--- config.mk ---
export PLATFORM = sky130hd
export DESIGN_NAME = acu_key_expand
export DESIGN_NICKNAME = d
export VERILOG_FILES = /design/src/rtl/aes128_cbc_cipher_unit_macros.svh /design/src/rtl/acu_pkg.sv /design/src/rtl/acu_key_expand.sv
export SDC_FILE = /design/constraint.sdc
export NUM_CORES = 2
export LEC_CHECK = 0
export BUFFER_PORTS_ARGS = -buffer_cell sky130_fd_sc_hd__buf_2
export CELL_PAD_IN_SITES_DETAIL_PLACEMENT = 0
export CELL_PAD_IN_SITES_GLOBAL_PLACEMENT = 1
export CORE_MARGIN = 3
export CORE_UTILIZATION = 35
export CTS_BUF_LIST = sky130_fd_sc_hd__clkbuf_16
export CTS_CLUSTER_SIZE = 14
export DETAILED_ROUTE_END_ITERATION = 10
export GPL_ROUTABILITY_DRIVEN = 0
export PLACE_DENSITY_LB_ADDON = 0.1
export SYNTH_ARGS = -nofsm -noshare
export SYNTH_HDL_FRONTEND = slang
export SYNTH_SLANG_ARGS = --single-unit
--- constraint.sdc ---
create_clock -name clock -period 6.2 [get_ports clock]
set_input_delay 1.24 -clock clock [delete_from_list [all_inputs] [get_ports clock]]
set_output_delay 1.24 -clock clock [all_outputs]
set_load 0.01 [all_outputs]
--- src/rtl/aes128_cbc_cipher_unit_macros.svh ---
// ----------------------------------------------------------------------------
// AES-128 CBC cipher unit assertion macros
// Concurrent check wrappers, empty when synthesizing.
// ----------------------------------------------------------------------------
`ifndef AES128_CBC_CIPHER_UNIT_MACROS_SVH
`define AES128_CBC_CIPHER_UNIT_MACROS_SVH
`ifndef SYNTHESIS
`define ACU_ASSERT_IMPL(label, clk, rst, ante, cons) \
   label: assert property (@(posedge clk) disable iff (rst) (ante) |-> (cons)) \
      else $error("assertion failed");
`define ACU_ASSERT_NEXT(label, clk, rst, ante, cons) \
   label: assert property (@(posedge clk) disable iff (rst) (ante) |=> (cons)) \
      else $error("assertion failed");
`else
`define ACU_ASSERT_IMPL(label, clk, rst, ante, cons)
`define ACU_ASSERT_NEXT(label, clk, rst, ante, cons)
`endif
`endif

--- src/rtl/acu_pkg.sv ---
// ----------------------------------------------------------------------------
// AES-128 CBC cipher unit package
// S-boxes, round functions and register indexes.
// ----------------------------------------------------------------------------
`default_nettype none
package acu_pkg;

   localparam int ROUNDS_DEFAULT = 10;
   localparam int CSR_IDX_W = 2;

   localparam logic [CSR_IDX_W-1:0] CSR_KEY_HI = 2'd0;
   localparam logic [CSR_IDX_W-1:0] CSR_KEY_LO = 2'd1;
   localparam logic [CSR_IDX_W-1:0] CSR_IV_HI  = 2'd2;
   localparam logic [CSR_IDX_W-1:0] CSR_IV_LO  = 2'd3;

   localparam logic OP_ENCRYPT = 1'b0;
   localparam logic OP_DECRYPT = 1'b1;

   typedef struct packed {
      logic start;
      logic decrypt;
   } core_ctl_type;

   localparam logic [7:0] FWD_BOX [256] = '{
    8'h63,8'h7c,8'h77,8'h7b,8'hf2,8'h6b,8'h6f,8'hc5,8'h30,8'h01,8'h67,8'h2b,8'hfe,8'hd7,8'hab,8'h76,
    8'hca,8'h82,8'hc9,8'h7d,8'hfa,8'h59,8'h47,8'hf0,8'had,8'hd4,8'ha2,8'haf,8'h9c,8'ha4,8'h72,8'hc0,
    8'hb7,8'hfd,8'h93,8'h26,8'h36,8'h3f,8'hf7,8'hcc,8'h34,8'ha5,8'he5,8'hf1,8'h71,8'hd8,8'h31,8'h15,
    8'h04,8'hc7,8'h23,8'hc3,8'h18,8'h96,8'h05,8'h9a,8'h07,8'h12,8'h80,8'he2,8'heb,8'h27,8'hb2,8'h75,
    8'h09,8'h83,8'h2c,8'h1a,8'h1b,8'h6e,8'h5a,8'ha0,8'h52,8'h3b,8'hd6,8'hb3,8'h29,8'he3,8'h2f,8'h84,
    8'h53,8'hd1,8'h00,8'hed,8'h20,8'hfc,8'hb1,8'h5b,8'h6a,8'hcb,8'hbe,8'h39,8'h4a,8'h4c,8'h58,8'hcf,
    8'hd0,8'hef,8'haa,8'hfb,8'h43,8'h4d,8'h33,8'h85,8'h45,8'hf9,8'h02,8'h7f,8'h50,8'h3c,8'h9f,8'ha8,
    8'h51,8'ha3,8'h40,8'h8f,8'h92,8'h9d,8'h38,8'hf5,8'hbc,8'hb6,8'hda,8'h21,8'h10,8'hff,8'hf3,8'hd2,
    8'hcd,8'h0c,8'h13,8'hec,8'h5f,8'h97,8'h44,8'h17,8'hc4,8'ha7,8'h7e,8'h3d,8'h64,8'h5d,8'h19,8'h73,
    8'h60,8'h81,8'h4f,8'hdc,8'h22,8'h2a,8'h90,8'h88,8'h46,8'hee,8'hb8,8'h14,8'hde,8'h5e,8'h0b,8'hdb,
    8'he0,8'h32,8'h3a,8'h0a,8'h49,8'h06,8'h24,8'h5c,8'hc2,8'hd3,8'hac,8'h62,8'h91,8'h95,8'he4,8'h79,
    8'he7,8'hc8,8'h37,8'h6d,8'h8d,8'hd5,8'h4e,8'ha9,8'h6c,8'h56,8'hf4,8'hea,8'h65,8'h7a,8'hae,8'h08,
    8'hba,8'h78,8'h25,8'h2e,8'h1c,8'ha6,8'hb4,8'hc6,8'he8,8'hdd,8'h74,8'h1f,8'h4b,8'hbd,8'h8b,8'h8a,
    8'h70,8'h3e,8'hb5,8'h66,8'h48,8'h03,8'hf6,8'h0e,8'h61,8'h35,8'h57,8'hb9,8'h86,8'hc1,8'h1d,8'h9e,
    8'he1,8'hf8,8'h98,8'h11,8'h69,8'hd9,8'h8e,8'h94,8'h9b,8'h1e,8'h87,8'he9,8'hce,8'h55,8'h28,8'hdf,
    8'h8c,8'ha1,8'h89,8'h0d,8'hbf,8'he6,8'h42,8'h68,8'h41,8'h99,8'h2d,8'h0f,8'hb0,8'h54,8'hbb,8'h16};

   localparam logic [7:0] INV_BOX [256] = '{
    8'h52,8'h09,8'h6a,8'hd5,8'h30,8'h36,8'ha5,8'h38,8'hbf,8'h40,8'ha3,8'h9e,8'h81,8'hf3,8'hd7,8'hfb,
    8'h7c,8'he3,8'h39,8'h82,8'h9b,8'h2f,8'hff,8'h87,8'h34,8'h8e,8'h43,8'h44,8'hc4,8'hde,8'he9,8'hcb,
    8'h54,8'h7b,8'h94,8'h32,8'ha6,8'hc2,8'h23,8'h3d,8'hee,8'h4c,8'h95,8'h0b,8'h42,8'hfa,8'hc3,8'h4e,
    8'h08,8'h2e,8'ha1,8'h66,8'h28,8'hd9,8'h24,8'hb2,8'h76,8'h5b,8'ha2,8'h49,8'h6d,8'h8b,8'hd1,8'h25,
    8'h72,8'hf8,8'hf6,8'h64,8'h86,8'h68,8'h98,8'h16,8'hd4,8'ha4,8'h5c,8'hcc,8'h5d,8'h65,8'hb6,8'h92,
    8'h6c,8'h70,8'h48,8'h50,8'hfd,8'hed,8'hb9,8'hda,8'h5e,8'h15,8'h46,8'h57,8'ha7,8'h8d,8'h9d,8'h84,
    8'h90,8'hd8,8'hab,8'h00,8'h8c,8'hbc,8'hd3,8'h0a,8'hf7,8'he4,8'h58,8'h05,8'hb8,8'hb3,8'h45,8'h06,
    8'hd0,8'h2c,8'h1e,8'h8f,8'hca,8'h3f,8'h0f,8'h02,8'hc1,8'haf,8'hbd,8'h03,8'h01,8'h13,8'h8a,8'h6b,
    8'h3a,8'h91,8'h11,8'h41,8'h4f,8'h67,8'hdc,8'hea,8'h97,8'hf2,8'hcf,8'hce,8'hf0,8'hb4,8'he6,8'h73,
    8'h96,8'hac,8'h74,8'h22,8'he7,8'had,8'h35,8'h85,8'he2,8'hf9,8'h37,8'he8,8'h1c,8'h75,8'hdf,8'h6e,
    8'h47,8'hf1,8'h1a,8'h71,8'h1d,8'h29,8'hc5,8'h89,8'h6f,8'hb7,8'h62,8'h0e,8'haa,8'h18,8'hbe,8'h1b,
    8'hfc,8'h56,8'h3e,8'h4b,8'hc6,8'hd2,8'h79,8'h20,8'h9a,8'hdb,8'hc0,8'hfe,8'h78,8'hcd,8'h5a,8'hf4,
    8'h1f,8'hdd,8'ha8,8'h33,8'h88,8'h07,8'hc7,8'h31,8'hb1,8'h12,8'h10,8'h59,8'h27,8'h80,8'hec,8'h5f,
    8'h60,8'h51,8'h7f,8'ha9,8'h19,8'hb5,8'h4a,8'h0d,8'h2d,8'he5,8'h7a,8'h9f,8'h93,8'hc9,8'h9c,8'hef,
    8'ha0,8'he0,8'h3b,8'h4d,8'hae,8'h2a,8'hf5,8'hb0,8'hc8,8'heb,8'hbb,8'h3c,8'h83,8'h53,8'h99,8'h61,
    8'h17,8'h2b,8'h04,8'h7e,8'hba,8'h77,8'hd6,8'h26,8'he1,8'h69,8'h14,8'h63,8'h55,8'h21,8'h0c,8'h7d};

   function automatic logic [7:0] xt(input logic [7:0] x);
      xt = {x[6:0], 1'b0} ^ (x[7] ? 8'h1b : 8'h00);
   endfunction

   // byte i of a block sits in bits 127-8i downto 120-8i
   function automatic logic [7:0] get_b(input logic [127:0] s, input int i);
      get_b = s[127-8*i -: 8];
   endfunction

   function automatic logic [127:0] fwd_sub_shift(input logic [127:0] s);
      logic [127:0] t;
      t = '0;
      for (int c = 0; c < 4; c++) begin
         for (int r = 0; r < 4; r++) begin
            t[127-8*(4*c+r) -: 8] = FWD_BOX[get_b(s, 4*((c+r)%4)+r)];
         end
      end
      fwd_sub_shift = t;
   endfunction

   function automatic logic [127:0] inv_sub_shift(input logic [127:0] s);
      logic [127:0] t;
      t = '0;
      for (int c = 0; c < 4; c++) begin
         for (int r = 0; r < 4; r++) begin
            t[127-8*(4*((c+r)%4)+r) -: 8] = INV_BOX[get_b(s, 4*c+r)];
         end
      end
      inv_sub_shift = t;
   endfunction

   function automatic logic [127:0] fwd_mix(input logic [127:0] s);
      logic [127:0] t;
      logic [7:0] a0, a1, a2, a3;
      t = '0;
      for (int c = 0; c < 4; c++) begin
         a0 = get_b(s, 4*c); a1 = get_b(s, 4*c+1);
         a2 = get_b(s, 4*c+2); a3 = get_b(s, 4*c+3);
         t[127-8*(4*c)   -: 8] = xt(a0) ^ xt(a1) ^ a1 ^ a2 ^ a3;
         t[127-8*(4*c+1) -: 8] = a0 ^ xt(a1) ^ xt(a2) ^ a2 ^ a3;
         t[127-8*(4*c+2) -: 8] = a0 ^ a1 ^ xt(a2) ^ xt(a3) ^ a3;
         t[127-8*(4*c+3) -: 8] = xt(a0) ^ a0 ^ a1 ^ a2 ^ xt(a3);
      end
      fwd_mix = t;
   endfunction

   // inverse mix as forward mix after a preconditioning step
   function automatic logic [127:0] inv_mix(input logic [127:0] s);
      logic [127:0] t;
      logic [7:0] a0, a1, a2, a3, u, v;
      t = '0;
      for (int c = 0; c < 4; c++) begin
         a0 = get_b(s, 4*c); a1 = get_b(s, 4*c+1);
         a2 = get_b(s, 4*c+2); a3 = get_b(s, 4*c+3);
         u = xt(xt(a0 ^ a2));
         v = xt(xt(a1 ^ a3));
         t[127-8*(4*c)   -: 8] = a0 ^ u;
         t[127-8*(4*c+1) -: 8] = a1 ^ v;
         t[127-8*(4*c+2) -: 8] = a2 ^ u;
         t[127-8*(4*c+3) -: 8] = a3 ^ v;
      end
      inv_mix = fwd_mix(t);
   endfunction

endpackage
`default_nettype wire

--- src/rtl/acu_key_expand.sv ---
// ----------------------------------------------------------------------------
// AES-128 key schedule
// Expands the cipher key one round key per cycle into a round key memory.
// ----------------------------------------------------------------------------
`default_nettype none
module acu_key_expand #(
   parameter int ROUNDS = acu_pkg::ROUNDS_DEFAULT
) (
   input  wire logic                              clock,
   input  wire logic                              reset,
   input  wire logic                              start,
   input  wire logic [127:0]                      key,
   input  wire logic [$clog2(ROUNDS+1)-1:0]       rd_addr,
   output logic      [127:0]                      rd_data,
   output logic                                   busy
);
   localparam int RK_W = $clog2(ROUNDS+1);

   logic [127:0] mem [ROUNDS+1];
   logic [127:0] cur_ff, cur_in;
   logic [7:0]   rc_ff, rc_in;
   logic [RK_W-1:0] idx_ff, idx_in;
   logic         busy_ff, busy_in;
   logic [31:0]  t;
   logic [31:0]  w0, w1, w2, w3;

   always_comb begin
      t = {acu_pkg::FWD_BOX[cur_ff[23:16]], acu_pkg::FWD_BOX[cur_ff[15:8]],
           acu_pkg::FWD_BOX[cur_ff[7:0]], acu_pkg::FWD_BOX[cur_ff[31:24]]}
          ^ {rc_ff, 24'h0};
      w0 = cur_ff[127:96] ^ t;
      w1 = cur_ff[95:64] ^ w0;
      w2 = cur_ff[63:32] ^ w1;
      w3 = cur_ff[31:0] ^ w2;
      cur_in  = cur_ff;
      rc_in   = rc_ff;
      idx_in  = idx_ff;
      busy_in = busy_ff;
      if (start) begin
         cur_in  = key;
         rc_in   = 8'h01;
         idx_in  = '0;
         busy_in = 1'b1;
      end else if (busy_ff) begin
         cur_in = {w0, w1, w2, w3};
         rc_in  = acu_pkg::xt(rc_ff);
         idx_in = idx_ff + 1'b1;
         if (idx_ff == RK_W'(ROUNDS)) busy_in = 1'b0;
      end
   end

   always_ff @(posedge clock) begin
      if (reset) begin
         busy_ff <= 1'b0;
         idx_ff  <= '0;
         rc_ff   <= 8'h01;
      end else begin
         busy_ff <= busy_in;
         idx_ff  <= idx_in;
         rc_ff   <= rc_in;
      end
      cur_ff <= cur_in;
   end

   always_ff @(posedge clock) begin
      if (busy_ff) mem[idx_ff] <= cur_ff;
      rd_data <= mem[rd_addr];
   end

   assign busy = busy_ff | start;
endmodule
`default_nettype wire

[Word level (Yosys, flattened, before mapping)]
Memories as Yosys holds them, arrays and structs flattened. A register that Yosys moved wholly into a read port is not among the register bits.
Cells that the tools add are included.
Word-level totals
  input bits: 135
  RAM bits: 1408
  register bits: 141
  ROM bits: 8192
  output and inout port bits: 129
  memories kept: 5
  word-level logic and storage cells: 44
Memory list
  (name not given): depth 256, width 8, rd ports 1, clocked after Yosys merged registers in 0, wr ports 0, RTL line acu_key_expand.sv:29  | acu_pkg::FWD_BOX[cur_ff[7:0]], acu_pkg::FWD_BOX[cur_ff[31:24]]}
  (name not given): depth 256, width 8, rd ports 1, clocked after Yosys merged registers in 0, wr ports 0, RTL line acu_key_expand.sv:29
  (name not given): depth 256, width 8, rd ports 1, clocked after Yosys merged registers in 0, wr ports 0, RTL line acu_key_expand.sv:28  | t = {acu_pkg::FWD_BOX[cur_ff[23:16]], acu_pkg::FWD_BOX[cur_ff[15:8]],
  (name not given): depth 256, width 8, rd ports 1, clocked after Yosys merged registers in 0, wr ports 0, RTL line acu_key_expand.sv:28
  mem: depth 11, width 128, rd ports 1, clocked after Yosys merged registers in 1, wr ports 1, RTL line acu_key_expand.sv:19  | logic [127:0] mem [ROUNDS+1];
Cells by class
  add/subtract/negate cells: 1
  equal/unequal tests: 1
  muxes and demuxes: 16
  bitwise gates (word level): 11
  reduce and logical (&&, ||, !) cells: 2
  $lt $le $gt $ge: 4
Operator list (count)
  $mux 128: 2
  $xor 32x32->32: 5
  $mux 8: 8
  $ge 9x9->1 const B: 4
  $not 8->9: 4
  $xor 8x5->8: 1
  $mux 1: 5
  $mux 5: 1
  $add 4x1->4 const B: 1
  $eq 4x4->1 const B: 1
  $reduce_bool 2->1: 1
  $reduce_or 2->1: 1
  $or 1x1->1: 1

[Depth between registers and ports, before layout]
  depth in word-level cells: 11
  depth in mapped cells: 16
  gate-level depth less buffers: 11

[Worst setup path before layout]
No wires, ideal clock.
  path kind: input to output
  start: input port start
  end: output port busy
  arrival time: 3.721 ns
  slack: 1.239 ns
  data required time: 4.960 ns
  buffers on the path: 3
  stages on the path: 4
  cells stage by stage: clkbuf_1 -> clkbuf_1 -> clkbuf_1 -> or2_2
Between the ends
  cells in the longest elaborated chain, start to end: 1
Ends and longest elaborated chain
  from (decl): RTL line acu_key_expand.sv:11  | input wire logic start,
  $or 1x1->1: RTL line acu_key_expand.sv:70  | assign busy = busy_ff | start;
  to (decl): RTL line acu_key_expand.sv:15  | output logic busy
No other way between the ends.

[Final worst setup path]
  start: register cur_ff[16]
  end: register cur_ff[31], data pin
Between the ends
  cells in the longest elaborated chain, start to end: 11
Ends and longest elaborated chain
  from (decl): RTL line acu_key_expand.sv:20  | logic [127:0] cur_ff, cur_in;
  from (signal assigned): RTL line acu_key_expand.sv:62  | cur_ff <= cur_in;
  $not 8->9 (not written as such): RTL line acu_key_expand.sv:28
  $mem_v2 256x8
  $mux 8 (not written as such) (2 in series): RTL line acu_key_expand.sv:28
  $xor 32x32->32: RTL line acu_key_expand.sv:30  | ^ {rc_ff, 24'h0};
  $xor 32x32->32: RTL line acu_key_expand.sv:31  | w0 = cur_ff[127:96] ^ t;
  $xor 32x32->32: RTL line acu_key_expand.sv:32  | w1 = cur_ff[95:64] ^ w0;
  $xor 32x32->32: RTL line acu_key_expand.sv:33  | w2 = cur_ff[63:32] ^ w1;
  $xor 32x32->32: RTL line acu_key_expand.sv:34  | w3 = cur_ff[31:0] ^ w2;
  $mux 128: RTL line acu_key_expand.sv:44  | end else if (busy_ff) begin
  $mux 128: RTL line acu_key_expand.sv:39  | if (start) begin
  net cur_in[31]: RTL line acu_key_expand.sv:20
The timed path passes the listed nets, and every way through them passes these cells. The select of a mux whose other input is x is not followed.
A chain may end at the register's enable or synchronous reset.

==> flow_metrics.tcl <==
set metrics [dict create \
    die_w_um 476 \
    cts_buffer_depth 3 \
    ys_warn_count 0 \
    ys_seq_area_share_pct 63.3 \
    drc_errors 0 \
    p_clk_share_pct 22.7 \
    rows 171 \
    grt_pass1_wl_um 374000 \
    first_pass_iters 6 \
    cp_cell_sequence "buf_4, ha_1, nand2b_1, and3_1, o32a_1, a2111oi_0, a31oi_1, xnor3_1, xnor2_1, xnor2_1, mux2_2" \
    crit_buf_inv 1 \
    synth-edff-count 1536 \
    ys_types 96 \
    area_delta_synth_final_pct 13.5 \
    critical-path-top-delay-family "compound AO/OA/AOI/OAI gates" \
    power.leakage_nw 29.0 \
    postSynth.asyncResetShare_pct 0 \
    switching_share_pct 40.5 \
    rsz0062_at_grt "no" \
    cap_violations 0 \
    synth_top_area_cell "edfxtp_1" \
    ys.flop_type "edfxtp_1" \
    fmax_mhz 204 \
    ant_nets 0 \
    hold_buffers 0 \
    die-area_um2 227000 \
    die-height_um 476 \
    critPathLaunchType "flop" \
    grtUsageMet2_pct 35.7 \
    total_power_mw 46.6 \
    setup_viol 0 \
    start_util_pct 35.4 \
    max_stage_delay_ns 0.69 \
    clock_skew_ns 0.0713 \
    ys_ff_latch 1677 \
    wl_um 264000 \
    drtIter0Drc 5850 \
    synth_top_area_share_pct 59.7 \
    worst_hold_path_type "flop to flop" \
    cts_setup_buffers 0 \
    slew_viol_final 0 \
    switchingPower_mw 18.9 \
    numCtsBuffers 184 \
    avgViaCountPerCell 5.86 \
    p_per_area_nw_per_um2 531 \
    synth.most_common_cell "edfxtp_1" \
    met3_usage_pct 2.90 \
    pin_count 264 \
    syn_area_per_cell_um2 15.4 \
    grt-busiest-layer "met2" \
    drive_gt1_share_pct 24.2 \
    path_class "flop to flop" \
    antenna_found_initial 24 \
    clk_latency_ns 0.85 \
    comb_power_share_pct 41.3 \
    synth_area_um2 77300 \
    final_nets 5356 \
    synth_cells 5003 \
    grt_overflow 0 \
    slowest_stage "ha_1" \
    power.share.sequential_pct 36.0 \
    wire_per_inst_um 31.9 \
    cts_tree "built" \
    crit_path_frequent_cell "xnor2_1" \
    path_max_fanout 36 \
    cts_htree_levels 4 \
    fin_crit_sh_pct 78.9 \
    portBuffers 263 \
    yosys-top-cells-area "edfxtp_1 60%, mux4_2 12%, dfxtp_1 3.7%, mux2_2 2.5%, o21ai_0 1.5%" \
    period_needed_ns 4.89 \
    via_count 48400 \
    grt_pass1_vias 48200 \
    critPathRequiredTime_ns 6.77 \
    endpoint_kind "flop" \
    internal_power_mw 27.7 \
    cts_sinks 1677 \
    synth.top_cells.by_count "1536 x edfxtp_1, 422 x mux4_2, 278 x nand2_1" \
    cts_resized 0 \
    arrival_ns 5.46 \
    ir_drop_v 0.000366 \
    synth_nets 5202 \
    root_buffer "clkbuf_16" \
    hold_violations 0 \
    grt_usage_pct 23.0 \
    worst_pin_slew_ns 1.21 \
    totalNegativeSetupSlack_ns 0 \
    clkSlewWorstSetupHoldPaths_ns 0.06 \
    gr-usage-met1_pct 33.1 \
    grt_max_degree 155 \
    slew-limit-headroom_pct 17.1 \
    coreArea_um2 218000 \
    run_status "complete, no violations" \
    post-dp-hpwl_um 160000 \
]
[area by class of cell]
type | instances | area [um^2]
Antenna cell | 10 | 25.0
Multi-Input combinational cell | 2863 | 26400
Fill cell | 20100 | 131000
Clock inverter | 162 | 1240
Clock buffer | 185 | 4630
Sequential cell | 1677 | 48900
Timing Repair Buffer | 379 | 2640
Inverter | 52 | 196
Tap cell | 2941 | 3680
[final timing paths]
| kind | slack (ns) | startpoint | cells past startpoint | endpoint |
|---|---|---|---|---|
| hold reg to reg | 0.51 | rc_ff[5] | 2 | rc_ff[6] |
| setup reg to reg | 1.31 | cur_ff[16] | 11 | cur_ff[31] |
| setup / recovery | 1.31 | cur_ff[16] | 11 | cur_ff[31] |
| hold / removal | 0.51 | rc_ff[5] | 2 | rc_ff[6] |
[flip-flops by register name, indices dropped and copies added, names as in the netlist]
name	cells
mem	1408
cur_ff	128
rd_data	128
rc_ff	8
idx_ff	4
busy_ff	1
[power groups by stage]
stage / sequential [mW] / clock, mW / combinational, mW
5_1_grt: 16.9 / 11.3 / 20.4
3_5_place_dp: 17.0 / 0 / 18.8
6_report: 16.7 / 10.6 / 19.3
4_1_cts: 16.8 / 10.9 / 18.9
2_1_floorplan: 16.2 / 0 / 12.5
3_3_place_gp: 16.9 / 0 / 19.1
[layer usage]
layer / up-vias / share of wire [%]
met4: 0 / 3.8
met3: 461 / 5.6
li1: 20400 / -
met5: - / 0
met1: 25700 / 45
met2: 1957 / 46
[worst reg2reg max path, stage by stage, from the launching register on]
cell       delay [ns]
edfxtp_1         0.68
buf_4            0.49
ha_1             0.71
nand2b_1         0.43
and3_1           0.29
o32a_1           0.33
a2111oi_0        0.52
a31oi_1          0.21
xnor3_1          0.36
xnor2_1          0.19
xnor2_1          0.15
mux2_2           0.26
[placed cells by master (no fill, tap or decap), types with 18 or more instances in the layout]
cell       instances
mux2i_1           53
a221oi_1          26
clkbuf_16        185
a31oi_1           62
nor2b_1           96
a21oi_1          181
a211oi_1          49
inv_1            101
buf_4             84
edfxtp_1        1536
nand2_1          278
nor3b_1           20
nor3_1            92
buf_2            258
or3_1             21
or2_2             21
nand3_1           87
buf_12            32
and3_1            26
o211ai_1          50
a311oi_1          43
nand2b_1          81
clkinv_1          46
mux2_2           172
o31ai_1           27
clkinv_2          26
dfxtp_1          141
mux4_2           422
o221ai_1          21
o21ai_0          233
nor2_1           176
ha_1              64
xnor3_1           18
o22ai_1           19
xor2_1            46
o311ai_0          30
xnor2_1          107
[kinds of logic after synthesis]
| family | count (synthesis) | synth area share (%) |
|---|---|---|
| buf+inv | 463 | 2.61 |
| simple gates | 1002 | 6.48 |
| flops | 1677 | 63.3 |
| fa+ha+maj | 64 | 1.04 |
| compound gates | 968 | 8.50 |
| mux | 647 | 15.5 |
| xor+xnor | 182 | 2.56 |
[through the flow]
step / setup WS, ns / cells / hold WS, ns / instance area (um^2) / util (%)
6_report: 1.31 / 8269 / 0.509 / 87700 / 40.2
5_1_grt: 1.17 / 8263 / 0.549 / 87700 / 40.1
3_3_place_gp: 1.28 / 7912 / 0.542 / 81800 / 37.5
3_5_place_dp: 1.31 / 7912 / 0.542 / 81800 / 37.5
4_1_cts: 1.30 / 8259 / 0.516 / 87700 / 40.1
2_1_floorplan: 1.24 / 5003 / 0.483 / 77300 / -
No activity file was read; power rests on OpenSTA's default activity.
